`src/rtl/core/ihrc_pkg.sv`:
```
// Shared types, constants and a helper function for the IPv4 header receive check.
package ihrc_pkg;

    localparam int unsigned POS_W = 5;
    localparam logic [POS_W-1:0] HDR_BYTES = 5'd20;
    localparam logic [POS_W-1:0] LAST_POS = 5'd19;
    localparam logic [POS_W-1:0] TTL_POS = 5'd8;
    localparam logic [POS_W-1:0] ADDR_POS = 5'd16;
    localparam logic [3:0] CSUM_WORD = 4'd5;
    localparam logic [3:0] IP_VERSION = 4'd4;
    localparam logic [3:0] IP_IHL = 4'd5;
    localparam logic [15:0] ALL_ONES = 16'hffff;

    localparam logic [2:0] VERDICT_ACCEPT = 3'd0;
    localparam logic [2:0] VERDICT_VERSION = 3'd1;
    localparam logic [2:0] VERDICT_LENGTH = 3'd2;
    localparam logic [2:0] VERDICT_TTL = 3'd3;
    localparam logic [2:0] VERDICT_DEST = 3'd4;
    localparam logic [2:0] VERDICT_CSUM = 3'd5;

    typedef struct packed {
        logic [7:0]       data;
        logic [POS_W-1:0] pos;
    } hdr_entry_t;

    typedef struct packed {
        logic full;
        logic empty;
    } fifo_status_t;

    function automatic logic [15:0] ones_add(input logic [15:0] a, input logic [15:0] b);
        logic [16:0] s;
        begin
            s = {1'b0, a} + {1'b0, b};
            ones_add = s[15:0] + {15'd0, s[16]};
        end
    endfunction

endpackage

```
`src/rtl/core/ihrc_front.sv`:
```
// Front end: accepts bytes, tracks the header position and forwards header bytes only.
module ihrc_front (
    input  logic                clk,
    input  logic                rst_n,
    input  logic                in_valid,
    input  logic                in_ready,
    input  logic [7:0]          packet_byte,
    input  logic                first_byte,
    output logic                push,
    output ihrc_pkg::hdr_entry_t push_entry
);
    import ihrc_pkg::*;

    logic [POS_W-1:0] pos_reg;
    logic [POS_W-1:0] pos_next;
    logic [POS_W-1:0] cur_pos;
    logic             in_header;
    logic             take;

    assign take      = in_valid && in_ready;
    assign cur_pos   = first_byte ? '0 : pos_reg;
    assign in_header = cur_pos < HDR_BYTES;
    assign push      = take && in_header;

    always_comb
    begin
        push_entry.data = packet_byte;
        push_entry.pos  = cur_pos;
        pos_next        = pos_reg;
        if (push)
        begin
            pos_next = cur_pos + 1'b1;
        end
    end

    always_ff @(posedge clk or negedge rst_n)
    begin
        if (!rst_n)
        begin
            pos_reg <= HDR_BYTES;
        end
        else
        begin
            pos_reg <= pos_next;
        end
    end

endmodule

```
`src/rtl/core/ihrc_fifo.sv`:
```
// Short queue of header bytes between the front and back ends.
module ihrc_fifo #(
    parameter int unsigned DEPTH = 4
) (
    input  logic                 clk,
    input  logic                 rst_n,
    input  logic                 push,
    input  ihrc_pkg::hdr_entry_t push_entry,
    input  logic                 pop,
    output ihrc_pkg::hdr_entry_t head_entry,
    output ihrc_pkg::fifo_status_t status
);
    import ihrc_pkg::*;

    localparam int unsigned PW = (DEPTH > 1) ? $clog2(DEPTH) : 1;
    localparam int unsigned CW = $clog2(DEPTH + 1);
    localparam logic [PW-1:0] LAST_PTR = PW'(DEPTH - 1);
    localparam logic [CW-1:0] FULL_COUNT = CW'(DEPTH);

    hdr_entry_t       slot_reg [DEPTH];
    logic [PW-1:0]    wr_ptr_reg;
    logic [PW-1:0]    wr_ptr_next;
    logic [PW-1:0]    rd_ptr_reg;
    logic [PW-1:0]    rd_ptr_next;
    logic [CW-1:0]    count_reg;
    logic [CW-1:0]    count_next;

    assign status.full  = count_reg == FULL_COUNT;
    assign status.empty = count_reg == '0;
    assign head_entry   = slot_reg[rd_ptr_reg];

    always_comb
    begin
        wr_ptr_next = wr_ptr_reg;
        rd_ptr_next = rd_ptr_reg;
        count_next  = count_reg;
        if (push)
        begin
            wr_ptr_next = (wr_ptr_reg == LAST_PTR) ? '0 : wr_ptr_reg + 1'b1;
        end
        if (pop)
        begin
            rd_ptr_next = (rd_ptr_reg == LAST_PTR) ? '0 : rd_ptr_reg + 1'b1;
        end
        if (push && !pop)
        begin
            count_next = count_reg + 1'b1;
        end
        else if (pop && !push)
        begin
            count_next = count_reg - 1'b1;
        end
    end

    always_ff @(posedge clk or negedge rst_n)
    begin
        if (!rst_n)
        begin
            wr_ptr_reg <= '0;
            rd_ptr_reg <= '0;
            count_reg  <= '0;
        end
        else
        begin
            wr_ptr_reg <= wr_ptr_next;
            rd_ptr_reg <= rd_ptr_next;
            count_reg  <= count_next;
        end
    end

    always_ff @(posedge clk)
    begin
        if (push)
        begin
            slot_reg[wr_ptr_reg] <= push_entry;
        end
    end

    // The fill count never exceeds the depth.
    a_count_bound: assert property (@(posedge clk) disable iff (!rst_n)
        count_reg <= FULL_COUNT)
        else $error("queue count above depth");

    // The front end never writes into a full queue unless a slot frees up.
    a_no_overflow: assert property (@(posedge clk) disable iff (!rst_n)
        status.full && !pop |-> !push)
        else $error("push into full queue");

    // A pop without a push drops the count by exactly one.
    a_pop_count: assert property (@(posedge clk) disable iff (!rst_n)
        pop && !push |=> count_reg == $past(count_reg) - 1'b1)
        else $error("queue count not decremented on pop");

endmodule

```
`src/rtl/core/ihrc_back.sv`:
```
// Back end: runs the header checks and checksum and holds the verdict register.
module ihrc_back (
    input  logic                  clk,
    input  logic                  rst_n,
    input  logic                  cfg_valid,
    input  logic [31:0]           local_address,
    input  ihrc_pkg::hdr_entry_t  head_entry,
    input  ihrc_pkg::fifo_status_t status,
    output logic                  pop,
    output logic                  out_valid,
    input  logic                  out_ready,
    output logic [2:0]            verdict
);
    import ihrc_pkg::*;

    logic [31:0] addr_reg;
    logic [15:0] sum_reg;
    logic [15:0] sum_next;
    logic [7:0]  held_reg;
    logic [7:0]  held_next;
    logic [15:0] csum_reg;
    logic [15:0] csum_next;
    logic        ver_bad_reg;
    logic        ver_bad_next;
    logic        len_bad_reg;
    logic        len_bad_next;
    logic        ttl_zero_reg;
    logic        ttl_zero_next;
    logic        addr_bad_reg;
    logic        addr_bad_next;
    logic        out_valid_reg;
    logic        out_valid_next;
    logic [2:0]  verdict_reg;
    logic [2:0]  verdict_next;
    logic [7:0]  want_byte;
    logic [15:0] word;
    logic        is_first;
    logic        is_last;
    logic        slot_free;

    assign is_first  = head_entry.pos == '0;
    assign is_last   = head_entry.pos == LAST_POS;
    assign slot_free = !out_valid_reg || out_ready;
    assign pop       = !status.empty && (!is_last || slot_free);
    assign out_valid = out_valid_reg;
    assign verdict   = verdict_reg;
    assign word      = {held_reg, head_entry.data};

    always_comb
    begin
        case (head_entry.pos[1:0])
            2'd0:    want_byte = addr_reg[31:24];
            2'd1:    want_byte = addr_reg[23:16];
            2'd2:    want_byte = addr_reg[15:8];
            default: want_byte = addr_reg[7:0];
        endcase
    end

    always_comb
    begin
        sum_next      = is_first ? '0 : sum_reg;
        csum_next     = is_first ? '0 : csum_reg;
        held_next     = held_reg;
        ver_bad_next  = is_first ? 1'b0 : ver_bad_reg;
        len_bad_next  = is_first ? 1'b0 : len_bad_reg;
        ttl_zero_next = is_first ? 1'b0 : ttl_zero_reg;
        addr_bad_next = is_first ? 1'b0 : addr_bad_reg;
        if (is_first)
        begin
            ver_bad_next = head_entry.data[7:4] != IP_VERSION;
            len_bad_next = head_entry.data[3:0] != IP_IHL;
        end
        if (head_entry.pos == TTL_POS && head_entry.data == '0)
        begin
            ttl_zero_next = 1'b1;
        end
        if (head_entry.pos >= ADDR_POS && want_byte != head_entry.data)
        begin
            addr_bad_next = 1'b1;
        end
        if (!head_entry.pos[0])
        begin
            held_next = head_entry.data;
        end
        else if (head_entry.pos[4:1] == CSUM_WORD)
        begin
            csum_next = word;
        end
        else
        begin
            sum_next = ones_add(sum_next, word);
        end

        if (ver_bad_next)
            verdict_next = VERDICT_VERSION;
        else if (len_bad_next)
            verdict_next = VERDICT_LENGTH;
        else if (ttl_zero_next)
            verdict_next = VERDICT_TTL;
        else if (addr_bad_next)
            verdict_next = VERDICT_DEST;
        else if (csum_next != (ALL_ONES - sum_next))
            verdict_next = VERDICT_CSUM;
        else
            verdict_next = VERDICT_ACCEPT;

        out_valid_next = out_valid_reg && !out_ready;
        if (pop && is_last)
        begin
            out_valid_next = 1'b1;
        end
    end

    always_ff @(posedge clk or negedge rst_n)
    begin
        if (!rst_n)
        begin
            addr_reg      <= '0;
            sum_reg       <= '0;
            held_reg      <= '0;
            csum_reg      <= '0;
            ver_bad_reg   <= 1'b0;
            len_bad_reg   <= 1'b0;
            ttl_zero_reg  <= 1'b0;
            addr_bad_reg  <= 1'b0;
            out_valid_reg <= 1'b0;
        end
        else
        begin
            if (cfg_valid)
            begin
                addr_reg <= local_address;
            end
            if (pop)
            begin
                sum_reg      <= sum_next;
                held_reg     <= held_next;
                csum_reg     <= csum_next;
                ver_bad_reg  <= ver_bad_next;
                len_bad_reg  <= len_bad_next;
                ttl_zero_reg <= ttl_zero_next;
                addr_bad_reg <= addr_bad_next;
            end
            out_valid_reg <= out_valid_next;
        end
    end

    always_ff @(posedge clk)
    begin
        if (pop && is_last)
        begin
            verdict_reg <= verdict_next;
        end
    end

    // Retiring the last header byte always leaves a verdict pending.
    a_last_gives_verdict: assert property (@(posedge clk) disable iff (!rst_n)
        pop && is_last |=> out_valid_reg)
        else $error("last header byte retired without a verdict");

endmodule

```
`src/rtl/core/ipv4_header_receive_check.sv`:
```
// Top level of the IPv4 header receive check: front end, byte queue and back end.
//
// The block takes an IPv4 packet one byte per transfer on the input channel
// (packet_byte with first_byte marking the first byte of a packet) and gives
// one verdict transfer per complete 20-byte header on the output channel:
// 0 accept, 1 bad version, 2 bad header length, 3 TTL zero, 4 destination
// mismatch, 5 checksum error. Payload bytes and bytes after a verdict are
// dropped without a result until the next first_byte; a first_byte in the
// middle of a header restarts the check.
// The configuration channel carries local_address; cfg_ready is always high.
// Throughput is one byte per cycle while in_ready is high. The front end sets
// the header position in the cycle of the transfer; the back end retires one
// queued byte per cycle, unless it stops at a last byte, with a single 16-bit
// end-around-carry add. The verdict is registered once the back end retires the
// 20th header byte from the queue, unless an old verdict waits for the receiver.
// While out_ready is low a pending verdict holds; the back end then stops at
// the last byte of the next header, and once the queue of QUEUE_DEPTH bytes
// fills, in_ready drops. After reset the block waits for a first_byte,
// the queue is empty, no verdict is pending and local_address is zero.
module ipv4_header_receive_check #(
    parameter int unsigned QUEUE_DEPTH = 4
) (
    input  logic        clk,
    input  logic        rst_n,
    input  logic        in_valid,
    output logic        in_ready,
    input  logic [7:0]  packet_byte,
    input  logic        first_byte,
    output logic        out_valid,
    input  logic        out_ready,
    output logic [2:0]  verdict,
    input  logic        cfg_valid,
    output logic        cfg_ready,
    input  logic [31:0] local_address
);
    import ihrc_pkg::*;

    logic         push;
    logic         pop;
    hdr_entry_t   push_entry;
    hdr_entry_t   head_entry;
    fifo_status_t status;

    // Configuration writes are always taken.
    assign cfg_ready = 1'b1;
    // A byte is taken whenever the queue has room, even while a verdict waits.
    assign in_ready  = !status.full;

    ihrc_front u_front (
        .clk         (clk),
        .rst_n       (rst_n),
        .in_valid    (in_valid),
        .in_ready    (in_ready),
        .packet_byte (packet_byte),
        .first_byte  (first_byte),
        .push        (push),
        .push_entry  (push_entry)
    );

    ihrc_fifo #(
        .DEPTH (QUEUE_DEPTH)
    ) u_fifo (
        .clk        (clk),
        .rst_n      (rst_n),
        .push       (push),
        .push_entry (push_entry),
        .pop        (pop),
        .head_entry (head_entry),
        .status     (status)
    );

    ihrc_back u_back (
        .clk           (clk),
        .rst_n         (rst_n),
        .cfg_valid     (cfg_valid),
        .local_address (local_address),
        .head_entry    (head_entry),
        .status        (status),
        .pop           (pop),
        .out_valid     (out_valid),
        .out_ready     (out_ready),
        .verdict       (verdict)
    );

endmodule
```
`config.mk`:
```
export PLATFORM = sky130hd
export DESIGN_NAME = ipv4_header_receive_check
export DESIGN_NICKNAME = d
export VERILOG_FILES = /design/src/rtl/core/ihrc_pkg.sv /design/src/rtl/core/ihrc_front.sv /design/src/rtl/core/ihrc_fifo.sv /design/src/rtl/core/ihrc_back.sv /design/src/rtl/core/ipv4_header_receive_check.sv
export SDC_FILE = /design/constraint.sdc
export NUM_CORES = 1
export LEC_CHECK = 0
export BUFFER_PORTS_ARGS = -buffer_cell sky130_fd_sc_hd__buf_2
export CAP_MARGIN = 15
export CORE_ASPECT_RATIO = 1.4
export CORE_UTILIZATION = 50
export DETAILED_ROUTE_END_ITERATION = 12
export PLACE_DENSITY_LB_ADDON = 0.08
export SETUP_SLACK_MARGIN = 0.4
export SLEW_MARGIN = 20
export SYNTH_ARGS = -nofsm -noshare
export SYNTH_HDL_FRONTEND = slang
export SYNTH_HIERARCHICAL = 1
export SYNTH_SLANG_ARGS = --single-unit
export TNS_END_PERCENT = 30
```
`constraint.sdc`:
```
create_clock -name clk -period 8 [get_ports clk]
set_input_delay 0.8 -clock clk [delete_from_list [all_inputs] [get_ports clk]]
set_output_delay 0.8 -clock clk [all_outputs]
set_load 0.01 [all_outputs]
```
==> flow_metrics.py, run 1 <==
metrics = {
    "run_status": {
        "outcome": "finished, final reports clean",
    },
    "synth": {
        "synth_top_family_by_area": "simple AND/OR/NAND/NOR gates",
        "syn_inst": 731,
        "ys.flop_type": "dfrtp_1",
        "yosysWarnings": 6,
        "async_reset_ff_share_pct": 61.8,
        "synth_xor_area_share_pct": 5.46,
        "synth_fp_nets": 804,
        "ys_types": 85,
        "synth_fa_ha_area_share_pct": 4.23,
        "synth_edf_count": 55,
        "synth-seq-cells": 144,
        "synth_compound_area_share_pct": 13.9,
        "synth.area.mux_share_pct": 12.3,
        "synth_area_um2": 8340,
        "avgSynthCellArea_um2": 11.4,
        "seq_area_frac_synth_pct": 46.6,
        "synthSimpleGateAreaFrac_pct": 14.0,
    },
    "finish": {
        "diodes": 0,
        "mostFrequentLayoutCells": "dfrtp_1 (86), edfxtp_1 (55), nand2_1 (53)",
        "nNetsFinal": 842,
        "final_common_cell": "dfrtp_1",
        "drive_above_1_share_pct": 24.3,
        "syn_to_final_growth_pct": 11.7,
        "largest_reg_flops": 52,
        "final_core_utilization_pct": 57.3,
    },
    "routing": {
        "dr.pass1.iters": 6,
        "avgRoutedWirePerCell_um": 20.9,
        "vias": 5966,
        "first_iter_violations": 412,
        "drc_errors": 0,
        "routed_wl_mm": 20.5,
        "postRouteAntennaNets": 0,
        "viasPerCell": 6.08,
    },
    "min_path": {
        "min_path_type": "primary input to asynchronous set/reset pin",
    },
    "cts": {
        "cts_root_buf": "clkbuf_16",
        "clk_latency_ns": 0.42,
        "path_clk_slew_ns": 0.07,
        "clock_sinks": 144,
        "clockBufferDepth": 2,
        "tritoncts": "built",
        "cts.htree.levels": 4,
        "cts_inserted_buffers": 17,
    },
    "worst_setup_path": {
        "reg2reg_from": "u_fifo/rd_ptr_reg[0]",
        "crit_path_start_kind": "register",
        "worstPathRequired_ns": 8.15,
        "critPathMaxStageDelay_ns": 0.57,
        "end_kind": "register",
        "cp-startpoint": "u_fifo/rd_ptr_reg[0]",
        "cp_top_family": "compound AO/OA/AOI/OAI gates",
        "cp_slowest_cell": "mux4_2",
        "cp.arrival_ns": 7.12,
        "path_class": "register to register",
        "crit_buf_inv": 1,
        "critPathMaxFanout": 12,
    },
    "timing": {
        "hold_viol": 0,
        "tns_ns": 0,
        "drv_slew": 0,
        "min_period_ns": 6.96,
        "setup_viol": 0,
        "setup_slack_ns": 1.04,
        "post-route-period-util_pct": 87.0,
        "rsz0062_at_grt": "no",
        "max_freq_mhz": 144,
        "max_slew_margin_pct": 29.7,
        "finalClockSkew_ns": 0.0122,
        "worst_pin_slew_ns": 1.05,
    },
    "floorplanning": {
        "start_util_pct": 51.3,
        "die_y_um": 155,
        "chipWidth_um": 111,
        "dieArea_um2": 17200,
        "coreArea_um2": 16200,
        "num_rows": 55,
        "pin_count": 52,
    },
    "place": {
        "routabilityCongestion": 0.882,
        "dp_hpwl_mm": 15.0,
        "port_buffers": 50,
        "preCtsSetupSlack_ns": 0.518,
    },
    "grt": {
        "antenna_found_initial": 0,
        "grt_use_total_pct": 25.1,
        "grt_overflow": 0,
        "grt_pass1_vias": 6200,
        "grt_start_max_net_pins": 66,
        "grt_pass1_wl_mm": 32.8,
    },
    "flow_run": {
        "maxCapViolCount": 0,
    },
}
[worst register-to-register path: cells and delay by family, from the launching register on]
kind	cells	cell delay (ns)
AND/OR/NAND/NOR	9	1.75
flip-flops	1	0.45
multiplexers	1	0.57
buffers and inverters	1	0.21
AO/OA/AOI/OAI	13	2.61
adder cells (fa/ha/maj)	4	1.14
[cells by family after synthesis]
group                      count (synthesis)
AOI/OAI and AO/OA                        163
xor gates and xnor gates                  48
adders and majority gates                 27
buffers and inverters                     57
DFF                                      144
muxes                                     68
other                                      1
and+or+nand+nor                          223
[stage by stage]
stage	cells	hold WS [ns]	instance area [um2]
after floorplan	731	0.442	8340
final	981	0.284	9310
after detailed placement	948	0.466	8680
after global routing	981	0.297	9310
after CTS	980	0.284	9260
after global placement	948	0.464	8680
[synth_stat cells, types with 3 or more instances]
cell / n / area [um2]
o22ai_1: 4 / 25.0
xnor2_1: 31 / 272
ha_1: 25 / 313
mux4_2: 16 / 360
xor2_1: 14 / 123
a21o_1: 4 / 30.0
mux2_2: 43 / 484
a211oi_1: 4 / 30.0
o21ai_0: 38 / 190
and2_1: 29 / 181
nand4_1: 10 / 62.6
o21ai_1: 6 / 30.0
a22oi_1: 6 / 45.0
nor2_1: 46 / 173
dfrtp_1: 87 / 2180
a21boi_0: 12 / 90.1
or2_2: 9 / 56.3
o211ai_1: 4 / 30.0
a21oi_1: 29 / 145
nand3_1: 28 / 140
clkbuf_1: 18 / 67.6
and3_1: 3 / 18.8
or3_1: 3 / 18.8
buf_4: 9 / 67.6
a31oi_1: 6 / 37.5
nand2_1: 54 / 203
buf_2: 5 / 25.0
nand2b_1: 4 / 25.0
a22o_1: 19 / 166
nor3_1: 11 / 55.1
edfxtp_1: 55 / 1650
nor2b_1: 3 / 18.8
inv_1: 16 / 60.1
buf_1: 5 / 18.8
nor4_1: 4 / 25.0
mux4_1: 5 / 131
[path summary, 6_finish.rpt]
| kind | end | slack (ns) | cells after the start |
|---|---|---|---|
| min in group clk | u_back/sum_reg[11] | 0.48 | 2 |
| max reg2reg | u_back/verdict[0] | 1.04 | 28 |
| max in group asynchronous | u_fifo/rd_ptr_reg[0] | 6.55 | 2 |
| min reg2reg | u_back/sum_reg[11] | 0.48 | 2 |
| min | u_front/pos_reg[3] | 0.28 | 1 |
| max | u_back/verdict[0] | 1.04 | 28 |
[cell type report]
| cell class | instances | area (um2) |
|---|---|---|
| sequential | 144 | 3880 |
| tap | 199 | 249 |
| timing repair buffer | 59 | 324 |
| multi-input combinational | 530 | 4210 |
| fill | 1393 | 6930 |
| clock buffer | 21 | 493 |
| inverter | 17 | 63.8 |
| clock inverter | 11 | 90.1 |
[repair_timing]
item / in CTS / in global routing
resized for setup: 0 / 10
setup endpoints to repair: 0 / 2
hold endpoints to repair: 0 / 0
buffers inserted: 0 / 1
hold buffers: 0 / 0
[layer usage]
metal | global-route usage (%) | share of wire, %
met5 | 0 | 0
met4 | 11.7 | 3.7
met3 | 3.21 | 3.1
met2 | 46.9 | 54
met1 | 28.4 | 39
Power of run 1 is not shown: default switching activity piles up to over one toggle a cycle in this logic, so the estimate is an artifact.
==> inputs of run 2 (changes only) <==
--- a/config.mk
+++ b/config.mk
@@ -10,7 +10,7 @@
 export CORE_ASPECT_RATIO = 1.4
 export CORE_UTILIZATION = 50
 export DETAILED_ROUTE_END_ITERATION = 12
-export PLACE_DENSITY_LB_ADDON = 0.08
+export PLACE_DENSITY = 0.68
 export SETUP_SLACK_MARGIN = 0.4
 export SLEW_MARGIN = 20
 export SYNTH_ARGS = -nofsm -noshare
==> flow_metrics.py, run 2 (synthesis gave the netlist of run 1 again) <==
metrics = {
    "cts": {
        "clock_sinks": 144,
        "ctsResizeCount": 0,
        "post_cts_buffers": 0,
        "cts_inserted_buffers": 17,
        "clockBufferDepth": 2,
        "cts.htree.levels": 4,
        "path_clk_slew_ns": 0.06,
        "cts_root_buf": "clkbuf_16",
        "clk_latency_ns": 0.42,
        "holdBufCountCts": 0,
        "tritoncts": "built",
    },
    "floorplanning": {
        "chipWidth_um": 111,
        "start_util_pct": 51.3,
        "dieArea_um2": 17200,
        "pin_count": 52,
        "die_y_um": 155,
        "coreArea_um2": 16200,
        "num_rows": 55,
    },
    "grt": {
        "grt_overflow": 0,
        "grt_start_max_net_pins": 50,
        "antenna_found_initial": 0,
        "grt_pass1_wl_mm": 32.5,
        "grt_use_total_pct": 24.6,
        "grt_pass1_vias": 6150,
    },
    "timing": {
        "drv_slew": 0,
        "hold_viol": 0,
        "fin_hold_ws_ns": 0.356,
        "max_slew_margin_pct": 30.3,
        "tns_ns": 0,
        "setup_viol": 0,
        "rsz0062_at_grt": "no",
        "setup_slack_ns": 0.895,
        "min_period_ns": 7.11,
        "worst_pin_slew_ns": 1.04,
        "max_freq_mhz": 141,
        "post-route-period-util_pct": 88.8,
        "finalClockSkew_ns": 0.00709,
    },
    "worst_setup_path": {
        "reg2reg_depth": 27,
        "reg2reg_from": "u_fifo/rd_ptr_reg[0]",
        "timing.rr.end": "u_back/verdict[2]",
        "worstPathRequired_ns": 8.15,
        "crit_path_start_kind": "register",
        "critPathMaxFanout": 10,
        "cp.arrival_ns": 7.26,
        "end_kind": "register",
        "path_class": "register to register",
        "rrSetupSlack_ns": 0.89,
    },
    "finish": {
        "drive_above_1_share_pct": 24.4,
        "mostFrequentLayoutCells": "dfrtp_1 (85), edfxtp_1 (55), nand2_1 (53)",
        "nNetsFinal": 842,
        "final_common_cell": "dfrtp_1",
        "diodes": 0,
        "syn_to_final_growth_pct": 11.8,
        "largest_reg_flops": 52,
    },
    "min_path": {
        "min_path_type": "primary input to asynchronous set/reset pin",
    },
    "run_status": {
        "outcome": "finished, final reports clean",
    },
    "routing": {
        "viasPerCell": 6.16,
        "postRouteAntennaNets": 0,
        "avgRoutedWirePerCell_um": 20.3,
        "dr.pass1.iters": 7,
        "routed_wl_mm": 19.9,
        "vias": 6040,
        "drc_errors": 0,
        "first_iter_violations": 442,
    },
    "place": {
        "routabilityCongestion": 0.901,
        "dp_hpwl_mm": 14.7,
        "preCtsSetupSlack_ns": 0.451,
        "port_buffers": 50,
    },
    "flow_run": {
        "maxCapViolCount": 0,
    },
}
run 2: cell count changes in the layout (fill, tap and decap cells not counted), sizes merged:
cell      change
clkbuf        -1
bufinv        +1
clkinvlp      -1
clkinv        +1
run 2: critical path, stage by stage (launching register included):
cell,delay (ns)
dfrtp_2,0.50
mux4_2,0.62
nor4_4,0.36
nand2_2,0.19
and2_1,0.22
ha_1,0.23
fa_1,0.44
a21o_1,0.24
a41oi_4,0.30
a21oi_2,0.13
o41ai_4,0.45
nor2b_1,0.08
o21ai_0,0.15
a21oi_1,0.08
o21ai_0,0.19
nand2b_1,0.15
ha_1,0.26
ha_1,0.23
a21boi_0,0.14
nand4_1,0.12
nor4_2,0.07
nor3b_2,0.19
and2_1,0.22
nand4_4,0.12
xnor3_1,0.31
a311o_1,0.34
o41ai_2,0.38
a21oi_1,0.13
run 2: stage by stage:
stage,cells,cell area (um2),util [%]
floorplan,731,8340,-
global placement,949,8680,53.5
detailed placement,949,8680,53.5
CTS,981,9290,57.2
global route,981,9320,57.4
finish,981,9320,57.4
run 2: routing by layer:
metal	track usage, %	part of all wire (%)	up-vias	routed length, um
li1	-	-	2783	-
met3	3.57	3.8	45	752
met1	28.5	40	2999	7900
met5	0	0	-	0
met2	44.9	53	213	10400
met4	11.5	3.9	0	771
run 2: worst max path at each step:
stage | from | endpoint | cells past startpoint
final | u_fifo/rd_ptr_reg[0] | u_back/verdict[2] | 27
after floorplan | u_fifo/rd_ptr_reg[0] | u_back/verdict[0] | 30
after global routing | u_fifo/rd_ptr_reg[0] | u_back/verdict[0] | 26
after global placement | u_fifo/rd_ptr_reg[0] | u_back/verdict[0] | 27
after CTS | u_fifo/rd_ptr_reg[0] | u_back/verdict[2] | 27
after detailed placement | u_fifo/rd_ptr_reg[0] | u_back/verdict[2] | 27
run 2: layout make-up:
cell class	instances	area, um2
fillers	1294	6920
multi-input cells	530	4190
flip-flops and latches	144	3880
clock buffers	20	489
repair buffers	59	320
well taps	199	249
clock inverters	12	119
inverters	17	63.8
Power of run 2 is left out for the same reason.
==> inputs of run 3 (changes only) <==
--- a/config.mk
+++ b/config.mk
@@ -5,12 +5,11 @@
 export SDC_FILE = /design/constraint.sdc
 export NUM_CORES = 1
 export LEC_CHECK = 0
-export BUFFER_PORTS_ARGS = -buffer_cell sky130_fd_sc_hd__buf_2
 export CAP_MARGIN = 15
 export CORE_ASPECT_RATIO = 1.4
 export CORE_UTILIZATION = 50
 export DETAILED_ROUTE_END_ITERATION = 12
-export PLACE_DENSITY = 0.68
+export DONT_BUFFER_PORTS = 1
 export SETUP_SLACK_MARGIN = 0.4
 export SLEW_MARGIN = 20
 export SYNTH_ARGS = -nofsm -noshare
==> flow_metrics.py, run 3 (synthesis gave the netlist of run 1 again) <==
metrics = {
    "floorplanning": {
        "pin_count": 52,
        "dieArea_um2": 17200,
        "chipWidth_um": 111,
        "coreArea_um2": 16200,
        "die_y_um": 155,
        "num_rows": 55,
        "start_util_pct": 51.3,
    },
    "routing": {
        "vias": 5691,
        "postRouteAntennaNets": 0,
        "avgRoutedWirePerCell_um": 20.7,
        "first_iter_violations": 299,
        "routed_wl_mm": 19.3,
        "drc_errors": 0,
        "viasPerCell": 6.11,
        "dr.pass1.iters": 5,
    },
    "finish": {
        "mostFrequentLayoutCells": "dfrtp_1 (86), edfxtp_1 (55), nand2_1 (53)",
        "largest_reg_flops": 52,
        "final_common_cell": "dfrtp_1",
        "nNetsFinal": 793,
        "drive_above_1_share_pct": 19.1,
        "syn_to_final_growth_pct": 8.98,
        "diodes": 0,
    },
    "place": {
        "preCtsSetupSlack_ns": 0.341,
        "dp_hpwl_mm": 14.5,
        "routabilityCongestion": 0.894,
        "port_buffers": 0,
    },
    "grt": {
        "antenna_found_initial": 0,
        "grt_pass1_vias": 5887,
        "grt_overflow": 0,
        "grt_use_total_pct": 23.9,
        "grt_pass1_wl_mm": 31.4,
        "grt_start_max_net_pins": 90,
    },
    "timing": {
        "worst_pin_slew_ns": 1.13,
        "setup_viol": 0,
        "tns_ns": 0,
        "setup_slack_ns": 0.811,
        "drv_slew": 0,
        "max_slew_margin_pct": 24.4,
        "rsz0062_at_grt": "no",
        "post-route-period-util_pct": 89.9,
        "finalClockSkew_ns": 0.0129,
        "min_period_ns": 7.19,
        "hold_viol": 0,
        "max_freq_mhz": 139,
    },
    "worst_setup_path": {
        "cp_top_family": "simple AND/OR/NAND/NOR gates",
        "worstPathRequired_ns": 8.16,
        "end_kind": "register",
        "cp_slowest_cell": "mux4_2",
        "path_class": "register to register",
        "path_common_cell": "ha_1",
        "cp.arrival_ns": 7.35,
        "crit_path_start_kind": "register",
        "crit_cells": 28,
        "reg2reg_depth": 28,
        "critPathMaxStageDelay_ns": 0.55,
        "crit_buf_inv": 2,
        "critPathMaxFanout": 13,
    },
    "cts": {
        "holdBufCountCts": 0,
        "cts.htree.levels": 4,
        "clk_latency_ns": 0.42,
        "post_cts_buffers": 0,
        "tritoncts": "built",
        "clock_sinks": 144,
        "cts_root_buf": "clkbuf_16",
        "cts_inserted_buffers": 17,
        "path_clk_slew_ns": 0.07,
        "clockBufferDepth": 2,
    },
    "flow_run": {
        "maxCapViolCount": 0,
    },
    "min_path": {
        "min_path_type": "primary input to asynchronous set/reset pin",
    },
    "run_status": {
        "outcome": "finished, final reports clean",
    },
}
-- run 3: final timing paths --
kind	startpoint	end	slack, ns
max in group asynchronous	rst_n	u_back/addr_reg[3]	7.75
worst max-delay path	u_fifo/rd_ptr_reg[0]	u_back/verdict[2]	0.81
worst max register to register	u_fifo/rd_ptr_reg[0]	u_back/verdict[2]	0.81
worst min register to register	u_back/ver_bad_reg	u_back/ver_bad_reg	0.48
worst min-delay path	rst_n	u_fifo/wr_ptr_reg[1]	0.07
min in group clk	first_byte	u_front/pos_reg[4]	0.42
-- run 3: final cells by class --
| cell class | count | area (um2) |
|---|---|---|
| clock inverters | 13 | 141 |
| inverters | 17 | 63.8 |
| multi-input cells | 530 | 4220 |
| well taps | 199 | 249 |
| flip-flops and latches | 144 | 3880 |
| clock buffers | 19 | 454 |
| fillers | 1378 | 7160 |
| repair buffers | 10 | 75.1 |
-- run 3: per-stage QoR --
step	instances	hold slack (ns)	area, um2	utilization [%]
after CTS	932	0.0517	9040	55.7
after global placement	900	0.466	8440	52.0
final	932	0.0664	9080	55.9
after detailed placement	900	0.473	8440	52.0
after floorplan	731	0.442	8340	-
after global routing	932	0.0411	9080	55.9
-- run 3: metal layers --
layer | vias up | part of all wire [%] | global-route usage (%)
met5 | - | 0 | 0
met4 | 0 | 2.8 | 10.1
met2 | 145 | 54 | 44.3
met3 | 40 | 3.5 | 3.49
met1 | 2808 | 40 | 27.5
li1 | 2698 | - | -
-- run 3: timing repair --
item,4_1_cts,5_1_grt
endpoints found under the setup margin,2,2
resized for setup,1,9
hold endpoints to repair,0,0
Power of run 3 is left out for the same reason.
